===== config.mk =====
export PLATFORM = sky130hd
export DESIGN_NAME = baseband_bit_sync_receiver
export DESIGN_NICKNAME = d
export VERILOG_FILES = /design/src/sv/bbs_pkg.sv /design/src/sv/baseband_bit_sync_receiver.sv /design/src/sv/bbs_cell.sv /design/src/sv/bbs_sync.sv
export SDC_FILE = /design/constraint.sdc
export NUM_CORES = 2
export LEC_CHECK = 0
export BUFFER_PORTS_ARGS = -buffer_cell sky130_fd_sc_hd__buf_4
export CAP_MARGIN = 20
export CORE_MARGIN = 2
export CORE_UTILIZATION = 58
export DETAILED_ROUTE_END_ITERATION = 10
export MAX_ROUTING_LAYER = met4
export PLACE_DENSITY = 0.74
export SYNTH_ARGS = -nofsm -noshare
export SYNTH_HDL_FRONTEND = slang
export SYNTH_SLANG_ARGS = --single-unit

===== constraint.sdc =====
create_clock -name clk_i -period 6.9 [get_ports clk_i]
set_input_delay 0.345 -clock clk_i [delete_from_list [all_inputs] [get_ports clk_i]]
set_output_delay 0.345 -clock clk_i [all_outputs]
set_load 0.02 [all_outputs]

===== src/sv/bbs_pkg.sv =====
// Shared constants, register codes and types of the baseband bit synchroniser.
package bbs_pkg;

  localparam int unsigned WINDOW_LEN  = 50;
  localparam int unsigned SAMPLE_BITS = 12;
  localparam int unsigned LEVEL_BITS  = 12;
  localparam int unsigned PHASE_BITS  = 8;
  localparam int unsigned CFG_BITS    = 12;
  localparam int unsigned SUM_BITS    = SAMPLE_BITS + $clog2(WINDOW_LEN + 1);

  // Floor division of the window sum by WINDOW_LEN as a reciprocal multiply.
  localparam int unsigned DIV_SHIFT  = SUM_BITS + $clog2(WINDOW_LEN) + 1;
  localparam longint unsigned WIN_RECIP =
      ((64'd1 << DIV_SHIFT) + WINDOW_LEN - 1) / WINDOW_LEN;
  localparam int unsigned RECIP_BITS = $clog2(WIN_RECIP + 1);
  localparam int unsigned PROD_BITS  = SUM_BITS + RECIP_BITS;
  localparam int unsigned FULL_BITS  = PROD_BITS - DIV_SHIFT;

  // Level times four, floor-divided by five.
  localparam int unsigned DAC_SHIFT  = LEVEL_BITS + 4;
  localparam int unsigned DAC_RECIP  = ((1 << DAC_SHIFT) + 4) / 5;
  localparam int unsigned DAC_PBITS  = LEVEL_BITS + 2 + $clog2(DAC_RECIP + 1);

  localparam logic [LEVEL_BITS-1:0] LEVEL_MAX = '1;

  localparam logic [11:0]          THRESH_HIGH_RST = 12'd2000;
  localparam logic [11:0]          THRESH_LOW_RST  = 12'd1950;
  localparam logic [PHASE_BITS-1:0] PERIOD_RST     = 8'd50;
  localparam logic [PHASE_BITS-1:0] SAMPLE_PH_RST  = 8'd40;

  typedef enum logic [1:0] {
    REG_THRESH_HIGH   = 2'd0,
    REG_THRESH_LOW    = 2'd1,
    REG_SYMBOL_PERIOD = 2'd2,
    REG_SAMPLE_PHASE  = 2'd3
  } cfg_reg_e;

  typedef struct packed {
    logic [LEVEL_BITS-1:0] thresh_high;
    logic [LEVEL_BITS-1:0] thresh_low;
    logic [PHASE_BITS-1:0] symbol_period;
    logic [PHASE_BITS-1:0] sample_phase;
  } cfg_t;

  typedef struct packed {
    logic slicer_bit;
    logic bit_clock;
    logic decision_strobe;
    logic decoded_bit;
  } sync_flags_t;

endpackage


===== src/sv/baseband_bit_sync_receiver.sv =====
// Top level: moving-average slicer with early-late bit synchronisation.
// Throughput is one sample per cycle; the four-stage pipeline stalls only from the output side.
// The window is a row of WINDOW_LEN delay cells that shift once per accepted sample.
// Reset clears the delay cells, running sum, timing state and pipeline valids at once,
// and loads the configuration registers with their default values.
module baseband_bit_sync_receiver (
  input  logic                           clk_i,
  input  logic                           rst_ni,
  input  logic                           s_axis_tvalid,
  output logic                           s_axis_tready,
  input  logic [15:0]                    s_axis_tdata,  // [11:0] adc_sample
  output logic                           m_axis_tvalid,
  input  logic                           m_axis_tready,
  // [11:0] filtered_level, [23:12] dac_code, [24] slicer_bit, [25] bit_clock,
  // [26] decision_strobe, [27] decoded_bit
  output logic [31:0]                    m_axis_tdata,
  input  logic                           cfg_we_i,
  input  logic [1:0]                     cfg_idx_i,
  input  logic [bbs_pkg::CFG_BITS-1:0]   cfg_data_i
);
  import bbs_pkg::*;

  cfg_t cfg_q;

  logic v1_q, v2_q, v3_q, v4_q;
  logic en1, en2, en3, en4;
  logic acc;

  logic [SAMPLE_BITS-1:0] sample;
  logic [SAMPLE_BITS-1:0] taps [WINDOW_LEN+1];
  logic [SUM_BITS-1:0]    sum_q;
  logic [PROD_BITS-1:0]   prod_q;
  logic [FULL_BITS-1:0]   level_full;
  logic [LEVEL_BITS-1:0]  level;
  logic [LEVEL_BITS-1:0]  level_q;
  logic [DAC_PBITS-1:0]   dac_prod_q;
  sync_flags_t            flags;

  logic [LEVEL_BITS-1:0]  out_level_q;
  logic [LEVEL_BITS-1:0]  out_dac_q;
  sync_flags_t            out_flags_q;

  always_ff @(posedge clk_i or negedge rst_ni) begin
    if (!rst_ni) begin
      cfg_q.thresh_high   <= THRESH_HIGH_RST;
      cfg_q.thresh_low    <= THRESH_LOW_RST;
      cfg_q.symbol_period <= PERIOD_RST;
      cfg_q.sample_phase  <= SAMPLE_PH_RST;
    end else if (cfg_we_i) begin
      unique case (cfg_reg_e'(cfg_idx_i))
        REG_THRESH_HIGH:   cfg_q.thresh_high   <= cfg_data_i[LEVEL_BITS-1:0];
        REG_THRESH_LOW:    cfg_q.thresh_low    <= cfg_data_i[LEVEL_BITS-1:0];
        REG_SYMBOL_PERIOD: cfg_q.symbol_period <= cfg_data_i[PHASE_BITS-1:0];
        REG_SAMPLE_PHASE:  cfg_q.sample_phase  <= cfg_data_i[PHASE_BITS-1:0];
        default: ;
      endcase
    end
  end

  assign en4 = !v4_q || m_axis_tready;
  assign en3 = !v3_q || en4;
  assign en2 = !v2_q || en3;
  assign en1 = !v1_q || en2;
  assign s_axis_tready = en1;
  assign acc = s_axis_tvalid && en1;

  always_ff @(posedge clk_i or negedge rst_ni) begin
    if (!rst_ni) begin
      v1_q <= 1'b0;
      v2_q <= 1'b0;
      v3_q <= 1'b0;
      v4_q <= 1'b0;
    end else begin
      if (en1) begin
        v1_q <= acc;
      end
      if (en2) begin
        v2_q <= v1_q;
      end
      if (en3) begin
        v3_q <= v2_q;
      end
      if (en4) begin
        v4_q <= v3_q;
      end
    end
  end

  assign sample  = s_axis_tdata[SAMPLE_BITS-1:0];
  assign taps[0] = sample;

  for (genvar i = 0; i < WINDOW_LEN; i++) begin : g_cells
    bbs_cell u_cell (
      .clk_i    (clk_i),
      .rst_ni   (rst_ni),
      .shift_i  (acc),
      .sample_i (taps[i]),
      .sample_o (taps[i+1])
    );
  end

  always_ff @(posedge clk_i or negedge rst_ni) begin
    if (!rst_ni) begin
      sum_q <= '0;
    end else if (acc) begin
      sum_q <= sum_q + SUM_BITS'(sample) - SUM_BITS'(taps[WINDOW_LEN]);
    end
  end

  always_ff @(posedge clk_i) begin
    if (en2 && v1_q) begin
      prod_q <= PROD_BITS'(sum_q) * PROD_BITS'(WIN_RECIP);
    end
  end

  assign level_full = prod_q[PROD_BITS-1:DIV_SHIFT];
  assign level = (level_full > FULL_BITS'(LEVEL_MAX)) ? LEVEL_MAX
                                                      : level_full[LEVEL_BITS-1:0];

  always_ff @(posedge clk_i) begin
    if (en3 && v2_q) begin
      level_q    <= level;
      dac_prod_q <= DAC_PBITS'({level, 2'b00}) * DAC_PBITS'(DAC_RECIP);
    end
  end

  bbs_sync u_sync (
    .clk_i   (clk_i),
    .rst_ni  (rst_ni),
    .upd_i   (en3 && v2_q),
    .level_i (level),
    .cfg_i   (cfg_q),
    .flags_o (flags)
  );

  always_ff @(posedge clk_i) begin
    if (en4 && v3_q) begin
      out_level_q <= level_q;
      out_dac_q   <= dac_prod_q[DAC_SHIFT +: LEVEL_BITS];
      out_flags_q <= flags;
    end
  end

  assign m_axis_tvalid = v4_q;
  assign m_axis_tdata  = {4'b0000, out_flags_q.decoded_bit, out_flags_q.decision_strobe,
                          out_flags_q.bit_clock, out_flags_q.slicer_bit, out_dac_q,
                          out_level_q};

  assert property (@(posedge clk_i) disable iff (!rst_ni)
    sum_q <= SUM_BITS'(WINDOW_LEN * ((1 << SAMPLE_BITS) - 1)))
    else $error("window sum exceeds full-scale window");

  assert property (@(posedge clk_i) disable iff (!rst_ni)
    v1_q && v2_q && v3_q && v4_q && !m_axis_tready |-> !s_axis_tready)
    else $error("input accepted while pipeline is full and stalled");

  assert property (@(posedge clk_i) disable iff (!rst_ni)
    m_axis_tvalid |-> out_dac_q <= out_level_q)
    else $error("DAC code above filtered level");

  assert property (@(posedge clk_i) disable iff (!rst_ni)
    acc |=> v1_q)
    else $error("accepted sample lost from first stage");

endmodule


===== src/sv/bbs_cell.sv =====
// One tap of the sample delay line that forms the moving-average window.
module bbs_cell (
  input  logic                              clk_i,
  input  logic                              rst_ni,
  input  logic                              shift_i,
  input  logic [bbs_pkg::SAMPLE_BITS-1:0]   sample_i,
  output logic [bbs_pkg::SAMPLE_BITS-1:0]   sample_o
);
  import bbs_pkg::*;

  logic [SAMPLE_BITS-1:0] sample_q;

  always_ff @(posedge clk_i or negedge rst_ni) begin
    if (!rst_ni) begin
      sample_q <= '0;
    end else if (shift_i) begin
      sample_q <= sample_i;
    end
  end

  assign sample_o = sample_q;

endmodule


===== src/sv/bbs_sync.sv =====
// Hysteresis slicer, early-late symbol timing and differential decoder.
module bbs_sync (
  input  logic                             clk_i,
  input  logic                             rst_ni,
  input  logic                             upd_i,
  input  logic [bbs_pkg::LEVEL_BITS-1:0]   level_i,
  input  bbs_pkg::cfg_t                    cfg_i,
  output bbs_pkg::sync_flags_t             flags_o
);
  import bbs_pkg::*;

  logic                  slicer_q, slicer_d;
  logic [PHASE_BITS-1:0] phase_q, phase_d;
  logic                  clk_q, clk_d;
  logic                  last_q, last_d;
  logic                  dec_q, dec_d;
  logic                  strobe_q, strobe_d;
  logic [PHASE_BITS-1:0] half;
  logic [PHASE_BITS:0]   ph_inc;
  logic [PHASE_BITS:0]   ph_adj;

  always_comb begin
    slicer_d = slicer_q;
    if (level_i >= cfg_i.thresh_high) begin
      slicer_d = 1'b1;
    end
    if (level_i <= cfg_i.thresh_low) begin
      slicer_d = 1'b0;
    end

    half   = cfg_i.symbol_period >> 1;
    ph_inc = {1'b0, phase_q} + 1'b1;
    ph_adj = ph_inc;
    if (slicer_d != slicer_q) begin
      if (ph_inc > {1'b0, half}) begin
        ph_adj = ph_inc - 1'b1;
      end else if (ph_inc < {1'b0, half}) begin
        ph_adj = ph_inc + 1'b1;
      end
    end

    clk_d   = clk_q;
    phase_d = ph_adj[PHASE_BITS-1:0];
    if (ph_adj >= {1'b0, cfg_i.symbol_period}) begin
      clk_d   = 1'b0;
      phase_d = '0;
    end else if (ph_adj == {1'b0, half}) begin
      clk_d = 1'b1;
    end

    strobe_d = (phase_d == cfg_i.sample_phase);
    last_d   = last_q;
    dec_d    = dec_q;
    if (strobe_d) begin
      dec_d  = last_q ^ slicer_d;
      last_d = slicer_d;
    end
  end

  always_ff @(posedge clk_i or negedge rst_ni) begin
    if (!rst_ni) begin
      slicer_q <= 1'b0;
      phase_q  <= '0;
      clk_q    <= 1'b0;
      last_q   <= 1'b0;
      dec_q    <= 1'b0;
      strobe_q <= 1'b0;
    end else if (upd_i) begin
      slicer_q <= slicer_d;
      phase_q  <= phase_d;
      clk_q    <= clk_d;
      last_q   <= last_d;
      dec_q    <= dec_d;
      strobe_q <= strobe_d;
    end
  end

  assign flags_o.slicer_bit      = slicer_q;
  assign flags_o.bit_clock       = clk_q;
  assign flags_o.decision_strobe = strobe_q;
  assign flags_o.decoded_bit     = dec_q;

  // A strobe always leaves the latched decision equal to the slicer level.
  assert property (@(posedge clk_i) disable iff (!rst_ni)
    upd_i && strobe_d |=> last_q == slicer_q)
    else $error("decision latch does not follow slicer on strobe");

endmodule

## Word-level counts from Yosys, hierarchy flattened

Index checks and enable logic that the tools add are counted.

| operators by class | value |
|---|---|
| reduce and logical (&&, ||, !) cells | 20 |
| bitwise gates (word level) | 1 |
| equality and inequality tests | 6 |
| add/subtract/negate cells | 5 |
| $mul | 2 |
| mux-type cells | 9 |
| magnitude comparators | 6 |

Operators with widths:

| kind | count |
|---|---|
| $mul 18x20->38 const B | 1 |
| $mux 9 | 3 |
| $mul 12x12->24 const B | 1 |
| $add 18x12->18 | 1 |
| $sub 18x12->18 | 1 |
| $gt 13x12->1 const B | 1 |
| $ge 12x12->1 | 1 |
| $le 12x12->1 | 1 |
| $mux 12 | 1 |
| $reduce_and 2->1 | 6 |
| $add 8x1->9 const B | 1 |
| $add 9x1->9 const B | 1 |
| $eq 9x7->1 | 1 |
| $ge 9x8->1 | 1 |
| $gt 9x7->1 | 1 |
| $lt 9x7->1 | 1 |
| $sub 9x1->9 const B | 1 |
| $eq 8x8->1 | 1 |
| $mux 8 | 1 |
| $eq 2x2->1 const B | 2 |
| $logic_and 1x1->1 | 4 |
| $logic_not 1->1 | 4 |
| $logic_or 1x1->1 | 4 |
| $mux 1 | 4 |
| 5 further kinds | 5 |

| storage, ports and cells | value |
|---|---|
| input bits | 35 |
| word-level logic and storage cells | 123 |
| flip-flop bits (word level) | 777 |
| output and inout port bits | 34 |

## Logic depth before layout (Yosys ltp)

| depth | value |
|---|---|
| depth in word-level cells | 11 |
| depth in mapped cells | 28 |
| gate-level depth less buffers | 26 |

## By module

From an unflattened synthesis, not the netlist that was laid out.

| second synthesis, totals | value |
|---|---|
| cell total of the unflattened synthesis | 2,850 |
| area, all modules | 40,727.8 um2 |

Modules (own cells, without submodules):

| module | seq. area each (um2) | instances | area each (um2) | cells each |
|---|---|---|---|---|
| bbs_cell | 300.3 | 50 | 484.2 | 25 |
| baseband_bit_sync_receiver | 3,527.1 | 1 | 14,086.0 | 1,302 |
| bbs_sync | 325.3 | 1 | 2,431.1 | 298 |

## Worst setup path before layout

OpenSTA, ideal clock, no wires.

| path | value |
|---|---|
| path type | reg-to-reg |
| start | reg sum_q[15] |
| end | reg prod_q[37], data pin |
| required time | 6.640 ns |
| library setup time | 0.260 ns |
| setup slack | 0.620 ns |
| cell stages (with the launch flop) | 22 |
| arrival time | 6.020 ns |
| path buffers | 0 |
| cells stage by stage | dfrtp_1 > fa_1 > inv_1 > fa_1 > fa_1 > fa_1 > fa_1 > inv_1 > fa_1 > ha_1 > a21oi_1 > o221ai_1 > a211o_1 > a21oi_1 > nor2b_1 > a41o_1 > a221o_1 > a41oi_2 > a21oi_1 > a21oi_2 > o21bai_1 > xnor2_1 |

| between the ends | value |
|---|---|
| word-level cells in the longest chain between the ends | 1 |

RTL lines:

| item | RTL line | RTL |
|---|---|---|
| from (decl) | baseband_bit_sync_receiver.sv:31 | `logic [SUM_BITS-1:0] sum_q;` |
| from (signal assigned) | baseband_bit_sync_receiver.sv:106 | `sum_q <= sum_q + SUM_BITS'(sample) - SUM_BITS'(taps[WINDOW_LEN]);` |
| $mul 18x20->38 | baseband_bit_sync_receiver.sv:112 | `prod_q <= PROD_BITS'(sum_q) * PROD_BITS'(WIN_RECIP);` |
| to (signal assigned) | baseband_bit_sync_receiver.sv:112 |  |
| to (decl) | baseband_bit_sync_receiver.sv:32 | `logic [PROD_BITS-1:0] prod_q;` |

No other way between the ends.
A chain may end at the register's enable or synchronous reset.

## Worst setup path in the final report

Same ends and word-level chain as after synthesis.

==> flow_metrics.py <==
metrics = {
    "synth": {
        "yosysMostFrequentCell": "dfrtp_1",
        "synth_edf_count": 65,
        "synth_area_leaders": "dfrtp_1 (44%), mux2_2 (19%), ha_1 (9.8%)",
        "synth_top_area_share_pct": 43.6,
        "postSynthCellCount": 2739,
        "ys_seq_area_share_pct": 50.1,
        "yosysTopAreaCell": "dfrtp_1",
        "synthDistinctLibCells": 89,
        "yosys_warnings": 0,
        "avgSynthCellArea_um2": 13.7,
        "synth_ff_type": "dfrtp_1",
        "asyncSetResetFlopFracSynth_pct": 91.2,
        "netlist_area_mm2": 0.0376,
        "synth.top_cells.by_count": "dfrtp_1 (656), mux2_2 (620), inv_1 (333), ha_1 (295), fa_1 (167)",
        "synth_seq_cells": 740,
    },
    "run_status": {
        "outcome": "finished clean",
    },
    "routing": {
        "via_per_inst": 5.34,
        "post_drt_wl_per_cell_um": 17.2,
        "num_vias": 20000,
        "drt_iter0_drc": 1074,
        "drt-met1-wl_mm": 29.8,
        "dr.max_layer_used": "met4",
        "ant_nets": 0,
        "wl_met2_mm": 31.6,
        "first_pass_iters": 5,
        "drc_errors": 0,
        "route.met3.wl_mm": 1.93,
        "wl_mm": 64.6,
    },
    "min_path": {
        "hold_class": "in2reg",
    },
    "floorplan": {
        "io_pins": 69,
        "row_count": 93,
        "die_area_mm2": 0.0670,
        "core_mm2": 0.0643,
        "dieHeight_um": 259,
        "start_util_pct": 58.5,
        "die_x_um": 259,
    },
    "worst_setup_path": {
        "cp.required_ns": 7.27,
        "critPathCaptureType": "register",
        "critPathBufInv": 2,
        "criticalPathCategory": "reg2reg",
        "cp-start-kind": "register",
        "worst_path_max_delay_cell": "fa_1",
        "cpPeakStageDelay_ns": 0.60,
        "path_delay_family": "adder cells",
        "crit_top_cell": "fa_1",
        "path_max_fanout": 2,
        "arrival_ns": 7.01,
        "path_cells": "fa_1 -> inv_1 -> fa_1 -> fa_1 -> fa_1 -> fa_1 -> inv_1 -> fa_1 -> ha_1 -> a21oi_1 -> o221ai_1 -> a211o_1 -> a21oi_2 -> nor2b_1 -> a41o_1 -> a221o_1 -> a41oi_2 -> a21oi_1 -> a21oi_2 -> o21bai_1 -> xnor2_1",
    },
    "layout": {
        "diodes": 0,
        "final_nets": 3339,
        "syn2layout_area_growth_pct": 11.5,
        "final_area_mm2": 0.0420,
        "drive_gt1_share_pct": 31.1,
    },
    "placement": {
        "place.gp.congestion": 0.857,
        "dpl_worst_slack_ns": 0.309,
        "port_buffers": 60,
        "hpwl_mm": 45.3,
        "post_dp_cell_area_mm2": 0.0392,
    },
    "timing": {
        "fin_crit_ns": 6.64,
        "tightest_slew_ns": 1.03,
        "period_share_pct": 96.2,
        "relSlewSlack_pct": 31.3,
        "finalHoldViolCount": 0,
        "worst_slack_ns": 0.263,
        "max_freq_mhz": 151,
        "slew_viol_final": 0,
        "finalSetupViolCount": 0,
        "clock_skew_ns": 0.0286,
    },
    "global_routing": {
        "grt_overflow": 0,
        "antenna_found_initial": 0,
        "grt_use_total_pct": 21.1,
        "grt_max_degree": 184,
        "grt_pass1_wl_mm": 111,
        "grt_pass1_vias": 22000,
    },
    "clocking": {
        "clock_latency_ns": 0.63,
        "ctsHtreeMaxLevel": 3,
        "clkSinkCount": 740,
        "numCtsBuffers": 76,
        "clockRootBuffer": "clkbuf_16",
        "cts_tree": "yes",
        "path_clk_slew_ns": 0.06,
        "clk_path_buf_depth": 3,
    },
    "job": {
        "maxCapViolations": 0,
    },
}
-- sequential cells by signal, summed over array words and instances (netlist names) --
signal / flops
v1_q: 1
prod_q: 13
m_axis_tvalid: 1
out_level_q: 12
out_dac_q: 12
cfg_q: 40
dac_prod_q: 12
level_q: 12
g_cells.u_cell.sample_o: 600
m_axis_tdata: 4
v2_q: 1
u_sync.strobe_q: 1
v3_q: 1
u_sync.clk_q: 1
u_sync.slicer_q: 1
u_sync.last_q: 1
sum_q: 18
u_sync.phase_q: 8
u_sync.dec_q: 1
-- layout by cell type, fill, tap and decap left out, drive strengths merged, types with 10 or more instances in the layout --
cell type    synthesis  routed
o21ai               64      64
inv                334     339
nand4               15      15
nor2                48      48
nand3               19      19
fa                 167     167
clkinv               0      16
dfstp               19      19
dfrtp              656     656
mux2               622     622
o21a                10      10
xor2                17      17
nor3                15      15
or2                 14      14
xnor2               41      41
a21oi               49      49
clkbuf              67     112
a21o                13      13
dlygate4sd3          0      15
edfxtp              65      65
nor2b               14      14
ha                 295     295
buf                 19      93
nand2               75      75
-- path summary, 6_finish.rpt --
kind / slack (ns) / start / cells after the start / end
max: 0.26 / sum_q[15]$_DFFE_PN0P_ / 21 / prod_q[37]$_DFFE_PP_
max reg2reg: 0.26 / sum_q[15]$_DFFE_PN0P_ / 21 / prod_q[37]$_DFFE_PP_
min in group asynchronous: 0.31 / rst_ni / 2 / cfg_q[27]$_DFFE_PN0P_
min: 0.05 / s_axis_tdata[2] / 3 / g_cells[0].u_cell.sample_o[2]$_DFFE_PN0P_
max in group asynchronous: 4.76 / rst_ni / 4 / g_cells[23].u_cell.sample_o[10]$_DFFE_PN0P_
min reg2reg: 0.42 / dac_prod_q[18]$_DFFE_PP_ / 0 / out_dac_q[2]$_DFFE_PP_
-- cell families (layout without fill, tap and decap cells) --
kind of cell | Yosys count | after routing | share of synthesized area (%)
DFF | 740 | 740 | 50.1
muxes | 624 | 624 | 18.7
adders and majority gates | 462 | 462 | 18.7
buffers and inverters | 420 | 579 | 4.30
and+or+nand+nor | 243 | 243 | 3.33
AOI/OAI and AO/OA | 190 | 190 | 3.31
xor gates and xnor gates | 59 | 59 | 1.57
other | 1 | 4 | 0.00996
-- worst register-to-register path, delay by kind of cell (launching register included) --
| kind | cells | cell delay (ns) |
|---|---|---|
| AO/OA/AOI/OAI | 10 | 2.13 |
| XOR/XNOR | 1 | 0.12 |
| adder cells (fa/ha/maj) | 7 | 3.51 |
| buffers and inverters | 2 | 0.17 |
| flip-flops | 1 | 0.40 |
| AND/OR/NAND/NOR | 1 | 0.07 |
-- metal layers --
layer	track usage, %	vias up
li1	-	9510
met1	28.6	10200
met2	33.9	233
met3	3.21	95
met4	5.31	0
met5	-	-
-- stage by stage --
step	TNS, ns	utilization, %	hold WS (ns)	instances
floorplan	0	-	0.0494	2742
global placement	0	60.8	0.401	3603
detailed placement	0	60.8	0.405	3603
CTS	0	65.2	0.0165	3755
global route	-0.0645	65.2	0.0415	3756
finish	0	65.2	0.0491	3756
-- timing repair --
action | 4_1_cts | 5_1_grt
hold buffers | 15 | 0
setup endpoints to repair | 0 | 3
hold endpoints to repair | 110 | 0
buffers inserted | 0 | 1
resized for setup | 0 | 5
-- layout make-up --
cell class / count / area (um2)
clock buffers: 112 / 2290
clock inverters: 25 / 353
fillers: 4724 / 22400
inverters: 334 / 1250
multi-input cells: 1582 / 17200
flip-flops and latches: 740 / 18900
well taps: 855 / 1070
repair buffers: 108 / 931
Power is not shown: default switching activity piles up to over one toggle a cycle in this logic, so the estimate is an artifact.
